===== config.mk =====
export PLATFORM = sky130hd
export DESIGN_NAME = preemptive_priority_scheduler_core
export DESIGN_NICKNAME = d
export VERILOG_FILES = /design/src/rtl/core/pps_pkg.sv /design/src/rtl/core/pps_alu.sv /design/src/rtl/core/pps_table.sv /design/src/rtl/core/preemptive_priority_scheduler_core.sv
export VERILOG_INCLUDE_DIRS = /design/src /design/src/rtl/core
export SDC_FILE = /design/constraint.sdc
export NUM_CORES = 1
export LEC_CHECK = 0
export BUFFER_PORTS_ARGS = -buffer_cell sky130_fd_sc_hd__buf_2
export CAP_MARGIN = 20
export CORE_MARGIN = 2
export CORE_UTILIZATION = 49
export DETAILED_ROUTE_END_ITERATION = 8
export PLACE_DENSITY = 0.65
export RECOVER_POWER = 50
export SLEW_MARGIN = 0
export SYNTH_ARGS = -nofsm -noshare
export SYNTH_HDL_FRONTEND = slang
export SYNTH_SLANG_ARGS = --single-unit

===== constraint.sdc =====
create_clock -name clk -period 20.4 [get_ports clk]
set_input_delay 3.06 -clock clk [delete_from_list [all_inputs] [get_ports clk]]
set_output_delay 3.06 -clock clk [all_outputs]
set_load 0.02 [all_outputs]

===== src/rtl/core/assert_macros.svh =====
// Assertion macros shared by the scheduler core.
// Depends on a clock named clk and an active-low reset named rst_n in scope.
`ifndef ASSERT_MACROS_SVH
`define ASSERT_MACROS_SVH

// Check a consequence in the same cycle as its trigger
`define ASSERT_SAME(label, ante, cons, msg) \
  label: assert property (@(posedge clk) disable iff (!rst_n) (ante) |-> (cons)) \
    else $error(msg);

// Check a consequence in the cycle after its trigger
`define ASSERT_NEXT(label, ante, cons, msg) \
  label: assert property (@(posedge clk) disable iff (!rst_n) (ante) |=> (cons)) \
    else $error(msg);

`endif


===== src/rtl/core/pps_pkg.sv =====
// Shared types and constants for the preemptive priority scheduler core.
// No dependencies; imported by every module of the core.
package pps_pkg;

  localparam int MAX_TASKS = 16;
  localparam int SLOT_W    = $clog2(MAX_TASKS);
  localparam int CNT_W     = $clog2(MAX_TASKS + 1);
  localparam int TIME_W    = 24;
  localparam int VAL_W     = 16;
  localparam int PRI_W     = 8;
  localparam int CFG_W     = 5;
  localparam int IN_DATA_W = 48;
  localparam int OUT_DATA_W = 104;

  localparam logic [TIME_W-1:0] TIME_MAX = {TIME_W{1'b1}};

  // Request kinds carried on in_tuser
  localparam logic KIND_LOAD = 1'b0;
  localparam logic KIND_TICK = 1'b1;

  // One table entry as loaded
  typedef struct packed {
    logic [VAL_W-1:0] arrival;
    logic [VAL_W-1:0] burst;
    logic [PRI_W-1:0] priority_level;
  } pps_entry_t;

  // Read view of one table slot
  typedef struct packed {
    pps_entry_t       entry;
    logic [VAL_W-1:0] remaining;
    logic             started;
  } pps_rd_t;

  // Remaining-work update of one slot after it runs
  typedef struct packed {
    logic              en;
    logic [SLOT_W-1:0] slot;
    logic [VAL_W-1:0]  remaining;
  } pps_upd_t;

  // Result word, most significant field first, matches out_tdata
  typedef struct packed {
    logic [TIME_W-1:0] time_now;
    logic              all_done;
    logic [TIME_W-1:0] waiting_time;
    logic [TIME_W-1:0] turnaround_time;
    logic [TIME_W-1:0] completion_time;
    logic              finished;
    logic              first_start;
    logic              switched;
    logic [SLOT_W-1:0] chosen_slot;
  } pps_res_t;

endpackage


===== src/rtl/core/pps_alu.sv =====
// Shared subtract/compare unit of the scheduler core.
// Depends on pps_pkg for the time width.
module pps_alu import pps_pkg::*; (
  input  logic [TIME_W-1:0] a,
  input  logic [TIME_W-1:0] b,
  output logic [TIME_W-1:0] diff,
  output logic              borrow
);

  logic [TIME_W:0] wide;

  // Subtract with borrow out: borrow means a < b
  assign wide   = {1'b0, a} - {1'b0, b};
  assign diff   = wide[TIME_W-1:0];
  assign borrow = wide[TIME_W];

endmodule


===== src/rtl/core/pps_table.sv =====
// Task table of the scheduler core: entries, remaining work, started flags.
// Depends on pps_pkg for entry and update types.
module pps_table import pps_pkg::*; (
  input  logic              clk,
  input  logic              rst_n,
  input  logic              wr_en,
  input  logic [SLOT_W-1:0] wr_slot,
  input  pps_entry_t        wr_entry,
  input  pps_upd_t          upd,
  input  logic [SLOT_W-1:0] rd_slot,
  output pps_rd_t           rd
);

  pps_entry_t       entry_r     [MAX_TASKS];
  logic [VAL_W-1:0] remaining_r [MAX_TASKS];
  logic             started_r   [MAX_TASKS];

  // Hold loaded entries, no reset needed
  always_ff @(posedge clk) begin
    if (wr_en) begin
      entry_r[wr_slot] <= wr_entry;
    end
  end

  // Track remaining work and first-run flags
  always_ff @(posedge clk) begin
    if (!rst_n) begin
      for (int i = 0; i < MAX_TASKS; i++) begin
        remaining_r[i] <= '0;
        started_r[i]   <= 1'b0;
      end
    end else if (wr_en) begin
      remaining_r[wr_slot] <= wr_entry.burst;
      started_r[wr_slot]   <= 1'b0;
    end else if (upd.en) begin
      remaining_r[upd.slot] <= upd.remaining;
      started_r[upd.slot]   <= 1'b1;
    end
  end

  // Read the selected slot
  always_comb begin
    rd.entry     = entry_r[rd_slot];
    rd.remaining = remaining_r[rd_slot];
    rd.started   = started_r[rd_slot];
  end

endmodule


===== src/rtl/core/preemptive_priority_scheduler_core.sv =====
// Top level of the preemptive priority scheduler core: sequencer, result register.
// Depends on pps_pkg, pps_table, pps_alu and assert_macros.svh.
//
//   channel  direction  handshake                  payload
//   in_      slave      in_tvalid / in_tready       in_tdata, in_tuser (kind)
//   out_     master     out_tvalid / out_tready     out_tdata, out_tuser (ran)
//   cfg_     slave      cfg_valid / cfg_ready       cfg_data (process_count)
//
// A load request passes through acceptance and the handoff to the result register.
// A tick request passes through acceptance, a scan of each table slot (16) through the
// shared compare unit, the update states ST_UPD and ST_FIN that reuse that unit, and
// the handoff; a tick with no ready task skips the update states.
// The input is not ready until the result is in the output register; that
// register then holds it while out_tready is low, beside the next request.
// Reset (rst_n, synchronous) clears time, remaining work and started flags.
`include "assert_macros.svh"

module preemptive_priority_scheduler_core import pps_pkg::*; (
  input  logic                  clk,
  input  logic                  rst_n,
  input  logic                  in_tvalid,
  output logic                  in_tready,
  // [3:0] slot, [19:4] arrival_time, [35:20] burst_length,
  // [43:36] priority_level, [47:44] zero
  input  logic [IN_DATA_W-1:0]  in_tdata,
  // [0] kind
  input  logic                  in_tuser,
  output logic                  out_tvalid,
  input  logic                  out_tready,
  // [3:0] chosen_slot, [4] switched, [5] first_start, [6] finished,
  // [30:7] completion_time, [54:31] turnaround_time, [78:55] waiting_time,
  // [79] all_done, [103:80] time_now
  output logic [OUT_DATA_W-1:0] out_tdata,
  // [0] ran
  output logic                  out_tuser,
  input  logic                  cfg_valid,
  output logic                  cfg_ready,
  input  logic [CFG_W-1:0]      cfg_data
);

  localparam logic [2:0] ST_IDLE = 3'd0;
  localparam logic [2:0] ST_SCAN = 3'd1;
  localparam logic [2:0] ST_UPD  = 3'd2;
  localparam logic [2:0] ST_FIN  = 3'd3;
  localparam logic [2:0] ST_OUT  = 3'd4;

  localparam logic [SLOT_W-1:0] LAST_SLOT = SLOT_W'(MAX_TASKS - 1);
  localparam logic [CNT_W-1:0]  CNT_MAX   = CNT_W'(MAX_TASKS);
  localparam logic [PRI_W:0]    PRI_NONE  = {1'b1, {PRI_W{1'b0}}};

  logic [2:0]        state_r, state_nxt;
  logic [CFG_W-1:0]  pcount_r;
  logic [TIME_W-1:0] time_r, time_nxt;
  logic [TIME_W-1:0] t0_r, t0_nxt;
  logic [SLOT_W:0]   prev_r, prev_nxt;
  logic [SLOT_W-1:0] idx_r, idx_nxt;
  logic [SLOT_W-1:0] best_r, best_nxt;
  logic              found_r, found_nxt;
  logic [PRI_W:0]    bestpri_r, bestpri_nxt;
  logic [CNT_W-1:0]  cnt_r, cnt_nxt;
  logic [TIME_W-1:0] tat_r, tat_nxt;
  logic [VAL_W-1:0]  burst_r, burst_nxt;
  logic              fin_r, fin_nxt;
  logic              first_r, first_nxt;
  logic              sw_r, sw_nxt;
  pps_res_t          res_r, res_nxt;
  logic              ran_r, ran_nxt;
  pps_res_t          out_r;
  logic              out_ran_r;
  logic              out_valid_r;

  logic              in_accept;
  logic              load_en;
  pps_entry_t        load_entry;
  pps_upd_t          upd;
  logic [SLOT_W-1:0] rd_slot;
  pps_rd_t           rd;
  logic [TIME_W-1:0] alu_a, alu_b, alu_diff;
  logic              alu_borrow;
  logic [CNT_W-1:0]  n_counted;
  logic              in_count;
  logic              is_ready;
  logic [TIME_W-1:0] comp_time;
  logic [VAL_W-1:0]  rem_dec;
  logic [CNT_W-1:0]  cnt_left;

  pps_table u_table (
    .clk      (clk),
    .rst_n    (rst_n),
    .wr_en    (load_en),
    .wr_slot  (in_tdata[SLOT_W-1:0]),
    .wr_entry (load_entry),
    .upd      (upd),
    .rd_slot  (rd_slot),
    .rd       (rd)
  );

  pps_alu u_alu (
    .a      (alu_a),
    .b      (alu_b),
    .diff   (alu_diff),
    .borrow (alu_borrow)
  );

  assign in_tready = (state_r == ST_IDLE);
  assign in_accept = in_tvalid && in_tready;
  assign cfg_ready = 1'b1;

  assign load_en = in_accept && (in_tuser == KIND_LOAD);
  assign load_entry.arrival        = in_tdata[SLOT_W +: VAL_W];
  assign load_entry.burst          = in_tdata[SLOT_W + VAL_W +: VAL_W];
  assign load_entry.priority_level = in_tdata[SLOT_W + 2*VAL_W +: PRI_W];

  // Clamp the slot count to the table depth
  assign n_counted = ({1'b0, pcount_r} > {1'b0, CNT_MAX}) ? CNT_MAX : CNT_W'(pcount_r);
  assign in_count  = ({1'b0, idx_r} < n_counted);
  assign is_ready  = in_count && ({{(TIME_W-VAL_W){1'b0}}, rd.entry.arrival} <= t0_r)
                     && (rd.remaining != '0);
  assign comp_time = (t0_r == TIME_MAX) ? TIME_MAX : t0_r + 1'b1;
  assign rem_dec   = rd.remaining - 1'b1;
  assign cnt_left  = cnt_r - CNT_W'(fin_r);

  // Steer the table read port and the shared unit by state
  always_comb begin
    rd_slot = idx_r;
    alu_a   = '0;
    alu_b   = '0;
    case (state_r)
      ST_SCAN: begin
        alu_a = {{(TIME_W-PRI_W){1'b0}}, rd.entry.priority_level};
        alu_b = {{(TIME_W-PRI_W-1){1'b0}}, bestpri_r};
      end
      ST_UPD: begin
        rd_slot = best_r;
        alu_a   = comp_time;
        alu_b   = {{(TIME_W-VAL_W){1'b0}}, rd.entry.arrival};
      end
      ST_FIN: begin
        alu_a = tat_r;
        alu_b = {{(TIME_W-VAL_W){1'b0}}, burst_r};
      end
      default: begin
        rd_slot = idx_r;
      end
    endcase
  end

  assign upd.en        = (state_r == ST_UPD);
  assign upd.slot      = best_r;
  assign upd.remaining = rem_dec;

  // Sequence a load to its result, or a tick through scan, any update and result
  always_comb begin
    state_nxt   = state_r;
    time_nxt    = time_r;
    t0_nxt      = t0_r;
    prev_nxt    = prev_r;
    idx_nxt     = idx_r;
    best_nxt    = best_r;
    found_nxt   = found_r;
    bestpri_nxt = bestpri_r;
    cnt_nxt     = cnt_r;
    tat_nxt     = tat_r;
    burst_nxt   = burst_r;
    fin_nxt     = fin_r;
    first_nxt   = first_r;
    sw_nxt      = sw_r;
    res_nxt     = res_r;
    ran_nxt     = ran_r;
    case (state_r)
      ST_IDLE: begin
        if (in_accept) begin
          if (in_tuser == KIND_LOAD) begin
            res_nxt          = '0;
            res_nxt.time_now = time_r;
            ran_nxt          = 1'b0;
            time_nxt         = '0;
            state_nxt        = ST_OUT;
          end else begin
            t0_nxt      = time_r;
            idx_nxt     = '0;
            found_nxt   = 1'b0;
            best_nxt    = '0;
            bestpri_nxt = PRI_NONE;
            cnt_nxt     = '0;
            state_nxt   = ST_SCAN;
          end
        end
      end
      ST_SCAN: begin
        // Keep the first strictly better ready slot
        if (is_ready && alu_borrow) begin
          found_nxt   = 1'b1;
          best_nxt    = idx_r;
          bestpri_nxt = {1'b0, rd.entry.priority_level};
        end
        cnt_nxt = cnt_r + CNT_W'(in_count && (rd.remaining != '0));
        idx_nxt = idx_r + 1'b1;
        if (idx_r == LAST_SLOT) begin
          if (found_nxt) begin
            state_nxt = ST_UPD;
          end else begin
            res_nxt          = '0;
            res_nxt.time_now = t0_r;
            res_nxt.all_done = (cnt_nxt == '0);
            ran_nxt          = 1'b0;
            time_nxt         = comp_time;
            state_nxt        = ST_OUT;
          end
        end
      end
      ST_UPD: begin
        tat_nxt   = alu_borrow ? '0 : alu_diff;
        burst_nxt = rd.entry.burst;
        fin_nxt   = (rem_dec == '0);
        first_nxt = !rd.started;
        sw_nxt    = ({1'b0, best_r} != prev_r);
        prev_nxt  = {1'b0, best_r};
        time_nxt  = comp_time;
        state_nxt = ST_FIN;
      end
      ST_FIN: begin
        res_nxt                 = '0;
        res_nxt.chosen_slot     = best_r;
        res_nxt.switched        = sw_r;
        res_nxt.first_start     = first_r;
        res_nxt.finished        = fin_r;
        res_nxt.completion_time = fin_r ? time_r : '0;
        res_nxt.turnaround_time = fin_r ? tat_r : '0;
        res_nxt.waiting_time    = (fin_r && !alu_borrow) ? alu_diff : '0;
        res_nxt.all_done        = (cnt_left == '0);
        res_nxt.time_now        = t0_r;
        ran_nxt                 = 1'b1;
        state_nxt               = ST_OUT;
      end
      ST_OUT: begin
        if (!out_valid_r || out_tready) begin
          state_nxt = ST_IDLE;
        end
      end
      default: begin
        state_nxt = ST_IDLE;
      end
    endcase
  end

  // Advance control state
  always_ff @(posedge clk) begin
    if (!rst_n) begin
      state_r  <= ST_IDLE;
      time_r   <= '0;
      prev_r   <= (SLOT_W+1)'(MAX_TASKS);
      pcount_r <= '0;
    end else begin
      state_r <= state_nxt;
      time_r  <= time_nxt;
      prev_r  <= prev_nxt;
      if (cfg_valid && cfg_ready) begin
        pcount_r <= cfg_data;
      end
    end
  end

  // Hold working values of the request in flight
  always_ff @(posedge clk) begin
    t0_r      <= t0_nxt;
    idx_r     <= idx_nxt;
    best_r    <= best_nxt;
    found_r   <= found_nxt;
    bestpri_r <= bestpri_nxt;
    cnt_r     <= cnt_nxt;
    tat_r     <= tat_nxt;
    burst_r   <= burst_nxt;
    fin_r     <= fin_nxt;
    first_r   <= first_nxt;
    sw_r      <= sw_nxt;
    res_r     <= res_nxt;
    ran_r     <= ran_nxt;
  end

  // Move the finished result into the output register
  always_ff @(posedge clk) begin
    if (!rst_n) begin
      out_valid_r <= 1'b0;
    end else if (state_r == ST_OUT && (!out_valid_r || out_tready)) begin
      out_valid_r <= 1'b1;
    end else if (out_tready) begin
      out_valid_r <= 1'b0;
    end
  end

  always_ff @(posedge clk) begin
    if (state_r == ST_OUT && (!out_valid_r || out_tready)) begin
      out_r     <= res_r;
      out_ran_r <= ran_r;
    end
  end

  assign out_tvalid = out_valid_r;
  assign out_tdata  = out_r;
  assign out_tuser  = out_ran_r;

  // A tick request leaves the scan once the last table slot is checked
  `ASSERT_NEXT(a_scan_ends, (state_r == ST_SCAN) && (idx_r == LAST_SLOT), state_r != ST_SCAN, "scan overran the table")
  // Time only moves backward on a load request
  `ASSERT_NEXT(a_time_mono, !(in_accept && (in_tuser == KIND_LOAD)), time_r >= $past(time_r), "time went backward without a load")
  // A result with no task run carries no per-task flags
  `ASSERT_SAME(a_idle_flags, out_valid_r && !out_ran_r, !out_r.finished && !out_r.first_start && !out_r.switched, "idle result carries task flags")

endmodule

* Word level (Yosys, flattened, before mapping)
Memory sizes are Yosys's and may differ from the RTL's. Cells that the tools add are included.
Word-level totals: bits in registers 338, latch bits 0, bits in writable memories 912, memory bits (read-only) 0, bits of input ports 59, output and inout port bits 108, word-level logic and storage cells 163, memories 3
Memories:
- u_table.entry_r | words 16, width 40, read ports 1, clocked after Yosys merged registers in 0, wr ports 1, line pps_table.sv:14 | pps_entry_t entry_r [MAX_TASKS];
- u_table.remaining_r | words 16, width 16, read ports 1, clocked after Yosys merged registers in 0, wr ports 16, line pps_table.sv:15 | logic [VAL_W-1:0] remaining_r [MAX_TASKS];
- u_table.started_r | words 16, width 1, read ports 1, clocked after Yosys merged registers in 0, wr ports 16, line pps_table.sv:16 | logic started_r [MAX_TASKS];
Operators by class: add/subtract/negate cells 6, multipliers 0, divide/modulo/power cells 0, order comparisons 3, equal/unequal tests 14, shifts and indexed selects 0, mux-type cells 69, bitwise logic cells 1, reductions and logical operators 31
Operators by type and width (count):
- $mux 104 | 4
- $pmux 104 s3 | 1
- $mux 24 | 8
- $pmux 24 s3 | 2
- $pmux 16 s3 | 1
- $mux 16 | 2
- $mux 4 | 8
- $reduce_or 16->1 | 2
- $mux 9 | 3
- $mux 1 | 25
- $sub 24x16->25 | 1
- $add 24x1->24 const B | 1
- $eq 24x24->1 const B | 1
- $le 16x24->1 | 1
- $pmux 9 s2 | 1
- $logic_not 16->1 | 1
- $pmux 4 s2 | 2
- $reduce_bool 16->1 | 1
- $sub 16x1->16 const B | 1
- $mux 3 | 5
- $mux 5 | 3
- $pmux 3 s5 | 1
- $logic_not 5->1 | 2
- $pmux 5 s2 | 1
- 25 further kinds | 46

* Depth between registers and ports, before layout
An unclocked memory read counts as a cell.
depth after elaboration 12, gate-level depth with buffers 33, gate-level depth less buffers 23

* Hierarchy
From an unflattened synthesis, not the netlist that was laid out.
Unflattened totals: cells, all modules 2903, area total of the unflattened synthesis 51526.9 sq um
By module, submodules not included:
- pps_table | instances 1, cells an instance 1698, area an instance 36307.3 sq um, sequential area each 27226.1 sq um
- preemptive_priority_scheduler_core | instances 1, cells an instance 1008, area an instance 13898.3 sq um, sequential area each 9769.4 sq um
- pps_alu | instances 1, cells an instance 197, area an instance 1321.3 sq um, sequential area each 0.0 sq um

* Worst setup path after synthesis
No wires, ideal clock.
kind flip-flop to flip-flop, start register state_r[2], end register ran_r, enable pin, library setup time 0.603 ns, arrival time 10.284 ns, required time 19.797 ns, slack 9.513 ns, cell stages (with the launch flop) 31, path buffers 10, period minus slack after synthesis 10.887 ns, path through dfxtp_1 > buf_6 > or3b_1 > buf_2 > buf_6 > a21oi_4 > buf_6 > buf_6 > buf_4 > buf_2 > buf_2 > buf_2 > buf_1 > nand2_1 > a311oi_1 > a31oi_1 > a211oi_1 > a221oi_1 > ha_1 > inv_1 > fa_1 > a21o_1 > a21o_1 > a2111oi_1 > nor4_1 > nor4_1 > nand4_1 > nor4_4 > nand2_1 > o21ai_0 > a21oi_1
On the way: word-level cells in the longest chain between the ends 11, elaborated cells on any way between the ends 24, those cells by class add/sub: 1; order compare: 1; eq/ne: 7; mux: 5; reduce/logical: 8; memory: 2
RTL lines:
- start, declared | line preemptive_priority_scheduler_core.sv:51 | logic [2:0] state_r, state_nxt;
- start signal, assigned | line preemptive_priority_scheduler_core.sv:255 | state_r <= state_nxt;
- branches (longest 10 deep; another with $mem_v2 16x40)
- $reduce_and 5->1 (no line) (*)
- end signal, assigned | line preemptive_priority_scheduler_core.sv:278 | ran_r <= ran_nxt;
- end, declared | line preemptive_priority_scheduler_core.sv:67 | logic ran_r, ran_nxt;
Every way passes the cells marked *. The select of a mux whose other input is x is not followed. A chain may end at the register's enable or synchronous reset.

* Worst setup path after layout
start register state_r[0], end register res_r[57] in the netlist's numbering, enable pin
On the way: word-level cells in the longest chain between the ends 11, elaborated cells on any way between the ends 24, those cells by class add/sub: 1; order compare: 1; eq/ne: 7; mux: 5; reduce/logical: 8; memory: 2
RTL lines:
- branches (longest 10 deep; another with $mem_v2 16x40)
- $reduce_and 5->1 (no line) (*)
- end signal, assigned | line preemptive_priority_scheduler_core.sv:277 | res_r <= res_nxt;
- end, declared | line preemptive_priority_scheduler_core.sv:66 | pps_res_t res_r, res_nxt;
Marks and branches as above.

==> impl_metrics.ini <==
[status]
outcome = finished, violations left
violations = capacitance limit, slew limit

[worst_setup_path]
required_ps = 20740
cp_slowest_cell = or3b_1
cp_common_cell = buf_4
crit_path_start_kind = flop
crit_arrival_ps = 12440
worstPathMaxFanout = 77
rrSetupSlack_ps = 8290
max_stage_delay_ps = 1370
worst-setup-path-type = flop to flop
cp-end-kind = flop

[yosys]
synth_area_leaders = edfxtp_1 68%, nand2_1 6.2%, nand3_1 3.4%
synth_top_family_by_area = simple AND/OR/NAND/NOR gates
avgSynthCellArea_um2 = 12.5
synth_edf_count = 1196
synth_xor_area_share_pct = 0.708
synth_seq_area_share_pct = 69.6
synth_top_area_share_pct = 67.6
async_flop_share_pct = 0
synth.yosys.warnings = 0
yosysTopAreaCell = edfxtp_1
synth-simple-area-share_pct = 16.3
synthFlopType = edfxtp_1
synth_area_um2 = 53200
synthMuxAreaShare_pct = 1.53
synth_nets = 4355
synth_cells = 4253
ys_seq_elements = 1250
synth_cell_types = 100
synthAdderAreaFrac_pct = 1.03
synth_compound_area_share_pct = 7.77

[grt]
grt_pass1_vias = 32900
grt_pass1_wl_um = 211000
grt_use_total_pct = 25.4
grt_max_degree = 170
globalRouteOverflowTotal = 0
antenna_found_initial = 19

[cells_and_area]
fin_area_um2 = 59200
layout-drive-gt1-share_pct = 8.85
fin_nets = 4450
syn2layout_area_growth_pct = 11.5

[cts]
post_cts_buffers = 0
clock-root-buffer = clkbuf_16
clk_pin_slew_worst_paths_ps = 60
cts_tree = done
cts_hold_buf = 0
clockBufferDepth = 3
clock_latency_ps = 750
cts.repair.resized = 0
cts_buffers = 130
htreeDepth = 4
clock-sinks = 1250

[route]
dr.pass1.iters = 6
num_vias = 35100
wire_per_inst_um = 24.5
drtIter0Drc = 4233
detail_route.vias_per_cell = 5.98
drc_errors = 0
final_antenna_net_count = 0
totalWireLength_um = 144000

[timing]
worstMarginPinSlew_ps = 4280
finalHoldViolations = 0
fin_crit_sh_pct = 59.3
fin_crit_ps = 12110
fmax_mhz = 82.6
report.final.slew_viol_count = 721
fin_worst_skew_ps = 32.1
setup_violations = 0
slew_headroom_pct = -185
finalSetupTns_ps = 0
rsz0062_at_grt = false

[die]
core_area_um2 = 107000
io_pins = 167
initial_core_util_pct = 49.5
row_count = 120
die_area_um2 = 111000
dieHeight_um = 333
die_w_um = 333

[placement]
hpwl_um = 80300
placed_cell_area_um2 = 55300
gp_congestion = 0.898
place.port_buffers = 161

[power]
irDropWorstVdd_mv = 0.0875
powerDensity_nw_per_um2 = 131
p_leak_nw = 20.2

[run]
maxCapViolations = 18

[hold_path]
hold_path.class = flop to flop
## state kept, by name (all words and copies together), names as in the netlist, 9 cells and up
register             cells
u_table.entry_r        640
u_table.remaining_r    256
out_tdata              104
res_r                  104
t0_r                    24
tat_r                   24
time_r                  24
burst_r                 16
u_table.started_r       16
bestpri_r                9
## cell usage after synthesis (all sizes together) (54+ instances only)
master and n:
edfxtp 1196, nand2 881, nand3 363, nor2 332, clkbuf 160, buf 127, a311oi 99, nor3 99
o21ai 96, inv 88, and3 84, a211oi 60, a21oi 60, a31oi 56, dfxtp 54
## worst paths after layout
kind / from / end / cells after the start
max reg2reg: state_r[0] / res_r[57] / 26
min: res_r[70] / out_tdata[70] / 0
min reg2reg: res_r[70] / out_tdata[70] / 0
max: state_r[0] / res_r[57] / 26
## cell families (layout without fill, tap and decap cells)
kind of cell / Yosys count / in the layout
AND/OR/NAND/NOR: 1917 / 1917
flip-flops: 1250 / 1250
AO/OA/AOI/OAI: 553 / 553
buffers and inverters: 376 / 574
multiplexers: 70 / 70
adder cells (fa/ha/maj): 43 / 43
XOR/XNOR: 43 / 43
other: 1 / 10
## layout make-up
cell class              instances  area, µm²
fillers                      8730      48100
flip-flops and latches       1250      37000
multi-input cells            2627      14700
clock buffers                 178       3600
well taps                    1403       1760
repair buffers                250       1300
clock inverters                57        528
inverters                      89        334
diodes                          9       22.5
## critical path: cells and delay by family (launching register included)
family | cells | cell delay [ps]
flip-flops | 1 | 300
adder cells (fa/ha/maj) | 1 | 340
multiplexers | 1 | 250
AND/OR/NAND/NOR | 9 | 4360
AO/OA/AOI/OAI | 10 | 3060
buffers and inverters | 5 | 3120
## metrics by stage
step	instances	power, W	hold slack (ps)	util, %	setup slack, ps
after floorplan	4253	0.00479	400	-	9510
after global placement	5609	0.00544	404	51.5	9520
after detailed placement	5609	0.00547	405	51.5	9440
after CTS	5844	0.00777	413	55.3	9360
after global routing	5855	0.00808	415	55.2	7540
final	5863	0.00776	414	55.2	8290
## layout by cell type (no fill, tap or decap), types with 11 or more instances in the layout
| master | instances |
|---|---|
| a2111oi_0 | 11 |
| a211oi_1 | 58 |
| a21o_1 | 16 |
| a21oi_1 | 57 |
| a221oi_1 | 16 |
| a22oi_1 | 30 |
| a311oi_1 | 99 |
| a31oi_1 | 55 |
| and2_0 | 17 |
| and2_1 | 33 |
| and3_1 | 84 |
| buf_2 | 13 |
| buf_4 | 52 |
| clkbuf_1 | 213 |
| clkbuf_16 | 136 |
| clkinv_1 | 22 |
| clkinv_2 | 15 |
| dfxtp_1 | 54 |
| edfxtp_1 | 1196 |
| ha_1 | 42 |
| inv_1 | 88 |
| mux2_2 | 17 |
| mux2i_1 | 41 |
| nand2_1 | 879 |
| nand3_1 | 361 |
| nand4_1 | 15 |
| nor2_1 | 288 |
| nor2_2 | 30 |
| nor2_4 | 14 |
| nor2b_1 | 16 |
| nor3_1 | 88 |
| nor4_1 | 17 |
| o211ai_1 | 13 |
| o21ai_0 | 92 |
| o221ai_2 | 15 |
| xnor2_1 | 35 |
## routing by layer
metal	vias to the layer above	global-route usage (%)	wire, µm
li1	15900	-	-
met2	1682	40.3	67400
met1	17200	34.6	57500
met5	-	0	132
met3	297	5.81	14200
met4	20	9.03	4610
## power breakdown
part	internal (W)	switching [W]
logic	0.000650	0.00160
registers	0.00312	0.0000852
clock network	0.00133	0.000977
Power figures use the tool's default switching activity.
